--- src/sv/ctc_pkg.sv ---
// shared constants and types for the text console cell writer
package ctc_pkg;

    localparam int DEFAULT_COLUMNS = 80;
    localparam int DEFAULT_ROWS    = 25;

    localparam int CELL_W      = 16;
    localparam int ROW_FIELD_W = 5;
    localparam int COL_FIELD_W = 7;
    localparam int CFG_INDEX_W = 2;
    localparam int CFG_DATA_W  = 4;
    localparam int IN_TDATA_W  = 32;
    localparam int OUT_TDATA_W = 32;

    localparam logic [CELL_W-1:0] CLEAR_CELL = 16'h0700;
    localparam logic [CELL_W-1:0] CODE_CR    = 16'd13;
    localparam logic [CELL_W-1:0] CODE_LF    = 16'd10;

    localparam logic [CFG_INDEX_W-1:0] CFG_FOREGROUND = 2'd0;
    localparam logic [CFG_INDEX_W-1:0] CFG_BACKGROUND = 2'd1;
    localparam logic [CFG_INDEX_W-1:0] CFG_BLINK      = 2'd2;

    typedef struct packed {
        logic              start;
        logic              copy;
        logic [CELL_W-1:0] fill;
    } sweep_cmd_t;

    typedef struct packed {
        logic busy;
        logic writing;
    } sweep_status_t;

endpackage

--- src/sv/ctc_sweep.sv ---
// address sweep over the cell store for the reset clear and the scroll copy and fill
module ctc_sweep #(
    parameter int COLUMNS = ctc_pkg::DEFAULT_COLUMNS,
    parameter int ROWS    = ctc_pkg::DEFAULT_ROWS
) (
    input  logic                                 clk,
    input  logic                                 rst_n,
    input  ctc_pkg::sweep_cmd_t                  cmd,
    output ctc_pkg::sweep_status_t               status,
    input  logic [ctc_pkg::CELL_W-1:0]           rdata,
    output logic                                 we,
    output logic [$clog2(ROWS*COLUMNS)-1:0]      waddr,
    output logic [ctc_pkg::CELL_W-1:0]           wdata,
    output logic [$clog2(ROWS*COLUMNS)-1:0]      raddr
);

    localparam int CELLS = ROWS * COLUMNS;
    localparam int AW    = $clog2(CELLS);

    logic                       run_reg;
    logic                       copy_reg;
    logic [AW-1:0]              cnt_reg;
    logic [ctc_pkg::CELL_W-1:0] fill_reg;
    logic                       wv_reg;
    logic [AW-1:0]              waddr_reg;
    logic                       wsrc_reg;
    logic [AW:0]                src_addr;

    always_ff @(posedge clk or negedge rst_n)
    begin
        if (!rst_n)
        begin
            run_reg   <= 1'b1;
            copy_reg  <= 1'b0;
            cnt_reg   <= '0;
            fill_reg  <= ctc_pkg::CLEAR_CELL;
            wv_reg    <= 1'b0;
            waddr_reg <= '0;
            wsrc_reg  <= 1'b0;
        end
        else
        begin
            if (cmd.start)
            begin
                run_reg  <= 1'b1;
                cnt_reg  <= '0;
                copy_reg <= cmd.copy;
                fill_reg <= cmd.fill;
            end
            else if (run_reg)
            begin
                cnt_reg <= cnt_reg + AW'(1);
                if (cnt_reg == AW'(CELLS - 1))
                begin
                    run_reg <= 1'b0;
                end
            end
            wv_reg    <= run_reg;
            waddr_reg <= cnt_reg;
            wsrc_reg  <= run_reg && copy_reg && (cnt_reg < AW'(CELLS - COLUMNS));
        end
    end

    // source cell sits one row below the destination
    assign src_addr = (AW + 1)'(cnt_reg) + (AW + 1)'(COLUMNS);
    assign raddr    = src_addr[AW-1:0];
    assign we       = wv_reg;
    assign waddr    = waddr_reg;
    assign wdata    = wsrc_reg ? rdata : fill_reg;

    assign status.busy    = run_reg | wv_reg;
    assign status.writing = wv_reg;

endmodule

--- config.mk ---
export PLATFORM = sky130hd
export DESIGN_NAME = ctc_sweep
export DESIGN_NICKNAME = d
export VERILOG_FILES = /design/src/sv/ctc_pkg.sv /design/src/sv/ctc_sweep.sv
export SDC_FILE = /design/constraint.sdc
export NUM_CORES = 1
export LEC_CHECK = 0
export BUFFER_PORTS_ARGS = -buffer_cell sky130_fd_sc_hd__buf_2
export CORE_ASPECT_RATIO = 0.75
export CORE_MARGIN = 2
export CORE_UTILIZATION = 41
export DETAILED_ROUTE_END_ITERATION = 10
export PLACE_DENSITY = 0.73
export REMOVE_ABC_BUFFERS = 1
export SLEW_MARGIN = 20
export SYNTH_ARGS = -nofsm -noshare
export SYNTH_HDL_FRONTEND = slang
export SYNTH_SLANG_ARGS = --single-unit
export TNS_END_PERCENT = 100
--- constraint.sdc ---
create_clock -name clk -period 1.4 [get_ports clk]
set_input_delay 0.14 -clock clk [delete_from_list [all_inputs] [get_ports clk]]
set_output_delay 0.14 -clock clk [all_outputs]
set_load 0.02 [all_outputs]
; ---- After elaboration in Yosys (flattened, before gate mapping)
; Cells that the tools add are included.
[word_totals]
reg_bits = 42
word_cells = 21
mem_bits_ro = 0
ramBits = 0
latchBits = 0
memories = 0
[op_classes]
add_sub_neg = 2
eq_ne = 1
order_cmp = 1
n_bitwise = 1
multipliers = 0
reduce_logical = 3
shifts = 0
muxes = 6
n_div = 0
[ops]
columns = operator, count
row1 = $mux W11, 2
row2 = $mux W16, 1
row3 = $add A11 B1 Y11 const B, 1
row4 = $add A11 B7 Y11 const B, 1
row5 = $eq A11 B11 Y1 const B, 1
row6 = $lt A11 B11 Y1 const B, 1
row7 = $mux W1, 3
row8 = $logic_and A1 B1 Y1, 2
row9 = $reduce_bool A2 Y1, 1
row10 = $or A1 B1 Y1, 1

; ---- Depth between registers and ports, before layout
; Gate-level depths: netlist (run 1).
[depth]
depth_word = 4
depth_mapped = 5
mapped_depth_nobuf = 5

; ---- Worst setup path before layout (run 1)
; OpenSTA, ideal clock, no wires.
[synth_path]
path_kind = reg-to-reg
start = reg run_reg
end = reg cnt_reg[9]
stages_incl_launch_ff = 5
path_slack_ns = -0.042
required_time_ns = 1.275
arrival_time_ns = 1.317
synth_period_minus_slack_ns = 1.442
path_cell_list = dfstp_2 > buf_4 > nand3_1 > nor4_1 > mux2_2
[synth_via]
elab_chain_cells = 1
[synth_rtl]
columns = element, line_no
row1 = "start, declared", ctc_sweep.sv:20  ; logic run_reg;
row2 = "start signal, assigned", ctc_sweep.sv:33  ; run_reg <= 1'b1;
row3 = "start signal, assigned", ctc_sweep.sv:45  ; run_reg <= 1'b1;
row4 = "start signal, assigned", ctc_sweep.sv:55  ; run_reg <= 1'b0;
row5 = $reduce_bool A2 Y1 (no source line), n/a
row6 = "end signal, assigned", ctc_sweep.sv:52  ; cnt_reg <= cnt_reg + AW'(1);
row7 = "end, declared", ctc_sweep.sv:22  ; logic [AW-1:0] cnt_reg;
; Every way passes these cells.
; A chain may end at the register's enable or synchronous reset.

; ---- Worst setup path in the final report (run 1)
[layout_path]
start = reg cnt_reg[5]
end = out raddr[9]
[layout_via]
elab_chain_cells = 1
[layout_rtl]
columns = element, line_no
row1 = $add A11 B7 Y11, ctc_sweep.sv:65  ; assign src_addr = (AW + 1)'(cnt_reg) + (AW + 1)'(COLUMNS);
row2 = "end, declared", ctc_sweep.sv:14  ; output logic [$clog2(ROWS*COLUMNS)-1:0] raddr
; Every way passes these cells.

==> results of run 1 <==
[worst paths after layout]
kind,start,to,slack [ps],depth (start not counted)
min reg2reg,fill_reg[13],fill_reg[13],510,1
max reg2reg,cnt_reg[4],cnt_reg[9],-20,4
max,cnt_reg[5],raddr[9],-130,5
min in group asynchronous,rst_n,fill_reg[11],380,2
max in group asynchronous,rst_n,wsrc_reg,530,3
min,cmd[2],fill_reg[2],80,2
[worst max-delay path, delay by kind of cell, from the launching register on]
kind	cells	cell delay, ps
compound gates	1	160
xor+xnor	1	140
buf+inv	2	310
flops	1	420
simple gates	1	70
[cells by family (layout without fill, tap and decap cells)]
| kind of cell | Yosys count | count (layout) | share of synthesized area, % |
|---|---|---|---|
| DFF | 42 | 42 | 55.45 |
| muxes | 36 | 36 | 21.22 |
| and+or+nand+nor | 31 | 31 | 8.476 |
| AOI/OAI and AO/OA | 15 | 15 | 4.665 |
| buffers and inverters | 15 | 110 | 4.533 |
| xor gates and xnor gates | 8 | 8 | 3.680 |
| adders and majority gates | 3 | 3 | 1.971 |
[cells in the mapped netlist (all sizes together)]
cell	count	area [um^2]
ha	3	37.54
dfrtp	38	950.9
o2111ai	1	8.760
nand4	2	12.51
a21oi	6	30.03
o41ai	1	8.760
clkbuf	1	3.750
buf	12	75.07
nand2b	1	6.260
or2	1	6.260
o31ai	1	7.510
o21ai	5	25.02
inv	2	7.510
or3	4	25.02
or4	1	7.510
xor2	3	26.28
xnor2	5	43.79
nand2	6	22.52
dfstp	4	105.1
mux2i	1	10.01
mux2	35	394.1
nor2	7	26.28
nand3	5	30.03
nor2b	2	12.51
a41oi	1	8.760
nor4	2	12.51
[final cells by class]
cell class	count	area (um^2)	share of cell area, %
sequential	42	1059	37.11
multi-input combinational	93	889.6	31.18
timing repair buffer	101	749.5	26.27
clock buffer	7	76.32	2.675
tap	57	71.32	2.500
inverter	2	7.507	0.2632
[stage by stage]
| step | utilization [%] | TNS [ps] | power (mW) |
|---|---|---|---|
| 6_report | 63.87 | -1413 | 2.649 |
| 5_1_grt | 63.87 | -2893 | 2.784 |
| 4_1_cts | 60.56 | -1995 | 2.589 |
| 3_5_place_dp | 55.01 | -68.49 | 1.804 |
| 3_3_place_gp | 55.01 | -6.013 | 1.794 |
| 2_1_floorplan | - | -140.3 | 1.590 |
[routing by layer]
layer	global-route usage (%)	share of wire [%]	vias up
met1	25.30	44	725
met4	5.533	0.85	0
met3	4.624	6.1	5
met5	0	0	-
met2	26.31	49	55
li1	-	-	708
[where the power goes]
group | switching [mW] | internal, mW
clock network | 0.370 | 0.343
logic | 0.269 | 0.343
registers | 0.0374 | 1.29
total | 0.676 | 1.97
[timing repair]
| action | CTS | global route |
|---|---|---|
| setup endpoints to repair | 25 | 28 |
| gates cloned | 1 | 0 |
| gates resized for setup | 35 | 42 |
| buffers inserted | 4 | 0 |
| hold buffers | 1 | 0 |
| pin swaps | 2 | 3 |
| endpoints found under the hold margin | 14 | 0 |
==> metrics, run 1 <==
cells after synthesis 150; Yosys reg bits 42; minimum clock period 1533 ps; global-route wire length before repair 6906 um; DP Wirelength 2925 um; Worst Hold Slack 83.43 ps; Clock Tree Buf Depth 2; CTS clk-pin slew, worst paths roughly 70 ps; power per cell area 928.5 nW/um^2; failing checks negative setup slack; Port Buffers 76; layout overhead on the synthesized area 49.80%; I/O pins 77; drt wl/cell about 15 um; HP Class in -> reg; sequential share of the synthesized area between 50% and 60%; DP Cell Count 289; Fin. Hold Viols 0; Iter 0 DRT Violations 72; die width 82.70 um; vias in the first global route 1402; routability cong. about 0.83; static leakage 1.388 nW; required time worst endpoint 1260 ps; Antenna Nets Post-Route 0; clk sink count 42; die area 5211 um^2; max_cap viols 0; root buf cell clkbuf_8; Critical Path End Type primary output; CTS Buf Count 5; crit path launch type register; row count 21; final setup vio count 24; Max FO, Critical Path 6; Setup Slack @ Placement -45.76 ps; post-synthesis cell area 1904 um^2; Vias per Instance 4.944; unrepaired setup endpoints after global routing yes; cell area after layout 2853 um^2; core area 4467 um^2; Cell Area, Placed 2457 um^2; syn_area_per_cell 12.70 um^2; total number of vias 1493; DRC Markers 0; slowest cell on the critical path dfrtp_1; Finished Layout Cells 302; antenna violations before repair 0; GRT overflow 0; drt pass-1 iters 4; commonest non-fill, non-tap cells in the layout buf_2, dfrtp_1, buf_6, buf_4, mux2_2; Final Max Slew Viols 0; clk_skew 3.911 ps; max incr delay on CP 420 ps; number of inserted diodes 0; share of cells above drive strength 1 64.08%; htree depth 2; run status finished with violations; WP data arrival 1390 ps; Slew headroom approximately 67%; post-route setup slack -133.0 ps; Die Ht around 63 um; distinct cell type count after synthesis 28; largest net degree at the start of global routing 32; latest clock arrival within the worst-skew pair approximately 280 ps; Yosys warnings 0; Total Routing Usage GR 17.73%; Cell Chain, Critical Path buf_6, a21oi_4, nor2_1, xor2_1, buf_4; TritonCTS clock tree done; Max Fclk 652.3 MHz; max reg flops 16; Final nets 284; FILL cells 359; worst slew pin tran 492.3 ps; most common cell after layout, fill and taps aside buf_2; final wirelength 4496 um; crit share post-route 109.5%; Setup CP Type reg -> out; starting density of the core 42.63%; Peak supply drop 0.6706 mV
Power figures use the tool's default switching activity.
==> run 2, diff against run 1 <==
Settings changed: SETUP_SLACK_MARGIN set to 0.3.
==> run 2 against run 1 <==
Effect of this change: first-iteration DRC count increased by 15%; critical endpoint is now raddr[10]; the flow still finishes with violations (negative setup slack); clock skew about the same; clock power increased by 2%; largest power group unchanged.
==> metrics, run 2 (same netlist as run 1, synthesis figures left out) <==
I/O pins 77 (unchanged); crit share post-route 112.3% (+2.8 points); Fin. Hold Viols 0 (unchanged); unrepaired setup endpoints after global routing yes; global-route wire length before repair 7224 um (+4.6%); Max Fclk 636.0 MHz (-2.5%); setup TNS -1668 ps (-255.4 ps); share of cells above drive strength 1 71.92% (+7.8 points); total number of vias 1615 (+8.2%); Final nets 299 (+5.3%); starting density of the core 42.63% (unchanged); max incr delay on CP 420 ps (about the same); minimum clock period 1572 ps (+39.36 ps); power per cell area 854.3 nW/um^2 (-8.0%); DP Cell Count 289 (unchanged); HP Class in -> reg; Setup CP Type reg -> out; max_cap viols 0 (unchanged); clk sink count 42 (unchanged); Setup Slack @ Placement -45.76 ps (unchanged); die area 5211 um^2 (unchanged); Slew headroom 65.74% (-1.4 points); die width 82.70 um (unchanged); Vias per Instance 5.095 (+3.1%); final wirelength 5282 um (+17%); Final Max Slew Viols 0 (unchanged); root buf cell clkbuf_8; Worst Hold Slack 80.25 ps (-3.187 ps); Peak supply drop 0.7306 mV (+8.9%); static leakage 1.548 nW (+11%); routability cong. 0.8275 (unchanged); worst slew pin tran 513.9 ps (+21.67 ps); Total Routing Usage GR 18.63% (+0.90 points); Antenna Nets Post-Route 0 (unchanged); drt wl/cell 16.66 um (+12%); Port Buffers 76 (unchanged); Critical Path End Type primary output; core area 4467 um^2 (unchanged); combinational power share 24.2% (+1.1 points); Die Ht 63.02 um (unchanged); Clock Tree Buf Depth 2 (unchanged); Cell Chain, Critical Path ha_4, o2111ai_2, xnor2_1, buf_4; switch share 26.08% (+0.54 points); required time worst endpoint 1260 ps (about the same); Cell Area, Placed 2457 um^2 (unchanged); Max FO, Critical Path 4 (-2); row count 21 (unchanged); failing checks negative setup slack; GRT overflow 0 (unchanged); commonest non-fill, non-tap cells in the layout buf_2, buf_6, dfrtp_1, buf_4, mux2_4; run status finished with violations; slowest cell on the critical path dfrtp_1; CTS clk-pin slew, worst paths 70 ps (about the same); cell area after layout 3168 um^2 (+11%); number of inserted diodes 0 (unchanged); most common cell after layout, fill and taps aside buf_2; latest clock arrival within the worst-skew pair 290 ps (about the same); WP data arrival 1430 ps (+40 ps); final setup vio count 26 (+8.3%); post-route setup slack -172.3 ps (-39.36 ps); Finished Layout Cells 317 (+5.0%); Iter 0 DRT Violations 83 (+15%); DP Wirelength 2925 um (unchanged); sequential share of power 49.0% (-1.0 points); layout overhead on the synthesized area 66.36%; vias in the first global route 1463 (+4.4%); clk_skew 3.803 ps (-0.1086 ps); htree depth 2 (unchanged); DRC Markers 0 (unchanged); max reg flops 16 (unchanged); largest net degree at the start of global routing 32 (unchanged); clock power share 26.8% (about the same); Int Power 2.001 mW (+1.4%); TritonCTS clock tree done; drt pass-1 iters 4 (unchanged); Sw Pwr 0.7058 mW (+4.3%); CTS Buf Count 5 (unchanged); crit path launch type register; antenna violations before repair 0 (unchanged)
-- run 2: cell types whose count changed in the layout (fill, tap and decap cells not counted), sizes merged --
cell | previous run | this run
buf | 100 | 115
-- run 2: worst paths after layout --
| path | start | to | slack (ps) | cells past startpoint |
|---|---|---|---|---|
| worst min register to register | fill_reg[13] | fill_reg[13] | 510 | 1 |
| worst min-delay path | cmd[2] | fill_reg[2] | 80 | 2 |
| max in group asynchronous | rst_n | wsrc_reg | 540 | 3 |
| min in group asynchronous | rst_n | fill_reg[0] | 370 | 2 |
| worst max-delay path | cnt_reg[4] | raddr[10] | -170 | 4 |
| worst max register to register | cnt_reg[4] | cnt_reg[10] | -70 | 5 |
-- run 2: repair_timing --
| action | 4_1_cts | 5_1_grt |
|---|---|---|
| hold buffers | 1 | 0 |
| gates resized for setup | 65 | 64 |
| cloned | 1 | 0 |
| endpoints found under the setup margin | 38 | 41 |
| pin swaps | 11 | 15 |
| endpoints found under the hold margin | 14 | 0 |
| buffers inserted | 11 | 8 |
-- run 2: final cells by class --
class | count | area [um^2]
flip-flops and latches | 42 | 1061
multi-input cells | 93 | 991.0
well taps | 57 | 71.32
repair buffers | 116 | 955.9
fillers | 303 | 1299
inverters | 2 | 12.51
clock buffers | 7 | 76.32
-- run 2: critical path: cells and delay by family, from the launching register on --
family | cells | cell delay [ps]
buf+inv | 1 | 180
compound gates | 1 | 180
flops | 1 | 420
xor+xnor | 1 | 170
fa+ha+maj | 1 | 190
-- run 2: per-stage QoR --
stage	util, %	total power [mW]
finish	70.92	2.706
global route	70.92	2.842
CTS	64.12	2.623
detailed placement	55.01	1.804
global placement	55.01	1.794
floorplan	-	1.590
-- run 2: power by group through the flow --
stage          logic (mW)  clock network [mW]  registers, mW
6_report            0.655               0.726           1.33
5_1_grt             0.697               0.809           1.34
4_1_cts             0.554               0.747           1.32
3_5_place_dp        0.463                   0           1.34
3_3_place_gp        0.455                   0           1.34
2_1_floorplan       0.223                   0           1.37
-- run 2: per-layer routing --
metal	vias up	track usage (%)	share of wire (%)
li1	741	-	-
met1	811	26.05	42
met2	58	28.43	51
met3	5	4.624	5.5
met4	0	5.738	0.93
met5	-	0	0
==> run 3, diff against run 2 <==
Settings changed: CORE_UTILIZATION 41 to 48, PLACE_DENSITY 0.73 to 0.8.
Clock period 1.4 ns to 1.7 ns, I/O delays scaled along.
==> run 3 against run 2 <==
Effect of this change: global-route usage is 0.48 points lower; clock-buffer cell count stayed put; register-to-register slack better by 290 ps; largest cell class unchanged; via count is 5.2% lower; the run now ends clean.
==> metrics, run 3 (same netlist as run 1, synthesis figures left out) <==
DRC Markers 0 (unchanged); clock power share 29.1% (+2.3 points); setup TNS 0 ps (+1668 ps); CTS Buf Count 5 (unchanged); switch share 25.80% (-0.27 points); starting density of the core 51.02% (+8.4 points); Port Buffers 76 (unchanged); final setup vio count 0 (-100%); Peak supply drop 0.6791 mV (-7.0%); latest clock arrival within the worst-skew pair 280 ps (about the same); max_cap viols 0 (unchanged); Critical Path End Type primary output; largest net degree at the start of global routing 43 (+34%); Max FO, Critical Path 4 (unchanged); share of cells above drive strength 1 69.51% (-2.4 points); required time worst endpoint 1530 ps (+270 ps); antenna violations before repair 0 (unchanged); Fin. Hold Viols 0 (unchanged); power per cell area 774.8 nW/um^2 (-9.3%); combinational power share 22.1% (-2.1 points); HP Class in -> reg; Sw Pwr 0.5791 mW (-18%); vias in the first global route 1396 (-4.6%); drt wl/cell 15.43 um (-7.4%); final wirelength 4599 um (-13%); global-route wire length before repair 6451 um (-11%); GRT overflow 0 (unchanged); Final nets 284 (-5.0%); Clock Tree Buf Depth 2 (unchanged); Final Max Slew Viols 0 (unchanged); Iter 0 DRT Violations 103 (+24%); commonest non-fill, non-tap cells in the layout buf_2, dfrtp_1, buf_4, buf_6, mux2_2; unrepaired setup endpoints after global routing yes; run status completed; I/O pins 77 (unchanged); Int Power 1.665 mW (-17%); crit share post-route 92.74%; max reg flops 16 (unchanged); total number of vias 1531 (-5.2%); routability cong. 0.8020 (-3.1%); layout overhead on the synthesized area 52.10%; Reg2Reg Setup Slack 220 ps (+290 ps); clk_skew 4.804 ps (+1.001 ps); Slew headroom 62.00% (-3.7 points); Vias per Instance 5.138 (+0.84%); DP Wirelength 2625 um (-10%); Setup CP Type reg -> out; row count 19 (-9.5%); crit path launch type register; htree depth 2 (unchanged); Max Fclk 634.3 MHz; sequential share of power 48.8% (-0.2 points); die width 76.73 um (-7.2%); FILL cells 241 (-20%); CTS clk-pin slew, worst paths 80 ps (about the same); WP data arrival 1410 ps (-20 ps); static leakage 1.405 nW (-9.2%); Total Routing Usage GR 18.15% (-0.48 points); TritonCTS clock tree done; number of inserted diodes 0 (unchanged); root buf cell clkbuf_8; drt pass-1 iters 4 (unchanged); minimum clock period 1577 ps; core area 3732 um^2 (-16%); clk sink count 42 (unchanged); Antenna Nets Post-Route 0 (unchanged); Die Ht 58.55 um (-7.1%); die area 4493 um^2 (-14%); utilization after layout 77.61% (+6.7 points); most common cell after layout, fill and taps aside buf_2; worst slew pin tran 570.0 ps (+56.05 ps)
-- run 3: cell count changes in the layout (fill, tap and decap cells not counted), moves of 2 or more --
cell / previous run / this run
buf_2: 48 / 54
inv_4: 2 / 0
inv_2: 0 / 2
buf_12: 3 / 1
dfrtp_2: 4 / 7
nand2_4: 2 / 0
nand2_1: 3 / 5
dfrtp_1: 34 / 31
buf_6: 42 / 21
-- run 3: per-stage QoR --
| stage | power [mW] | hold WS, ps | setup slack [ps] | area, um^2 | std cells |
|---|---|---|---|---|---|
| floorplan | 1.309 | -125.6 | 175.3 | 1826 | 137 |
| global placement | 1.452 | 259.8 | 175.6 | 2323 | 272 |
| detailed placement | 1.459 | 271.8 | 88.16 | 2323 | 272 |
| CTS | 2.118 | 108.3 | 129.4 | 2579 | 289 |
| global route | 2.350 | 99.90 | 41.12 | 2897 | 298 |
| finish | 2.244 | 112.8 | 123.4 | 2897 | 298 |
-- run 3: cell type report --
type                            count  area (um^2)  share of cell area, %
Sequential cell                    42         1065                  36.76
Multi-Input combinational cell     93        935.9                  32.31
Timing Repair Buffer              101        732.0                  25.27
Clock buffer                        7        86.33                  2.981
Tap cell                           52        65.06                  2.246
Inverter                            2        7.507                 0.2592
Clock inverter                      1        5.005                 0.1728
-- run 3: final timing paths --
check | from | endpoint | cells past startpoint
max reg2reg | cnt_reg[6] | cnt_reg[10] | 4
min reg2reg | cnt_reg[3] | waddr[3] | 0
min in group asynchronous | rst_n | fill_reg[14] | 3
min | cmd[4] | fill_reg[4] | 2
max | cnt_reg[5] | raddr[10] | 4
max in group asynchronous | rst_n | cnt_reg[5] | 3
-- run 3: power by group through the flow --
stage	Combinational, mW	Clock (mW)	Sequential [mW]
finish	0.497	0.653	1.09
global route	0.529	0.716	1.10
CTS	0.369	0.660	1.09
detailed placement	0.349	0	1.11
global placement	0.344	0	1.11
floorplan	0.184	0	1.13
-- run 3: worst max-delay path, cell delays in order, from the launching register on --
cell and delay (ps):
dfrtp_2 450, ha_4 190, o2111ai_2 180, xnor2_1 140, buf_4 160
-- run 3: routing by layer --
metal	up-vias	part of all wire, %	GRT usage (%)	routed length [um]
met5	-	0	0	0
met2	61	48	29.32	2220
met1	753	45	24.57	2089
li1	713	-	-	-
met4	0	0.57	5.455	26
met3	4	5.7	4.755	262
-- run 3: timing repair --
action                     CTS  global route
hold endpoints to repair    38             0
pin swaps                    1             6
hold buffers                 1             0
buffers inserted             8             8
resized for setup           27            65
setup endpoints to repair   28            27
cloned                       0             1
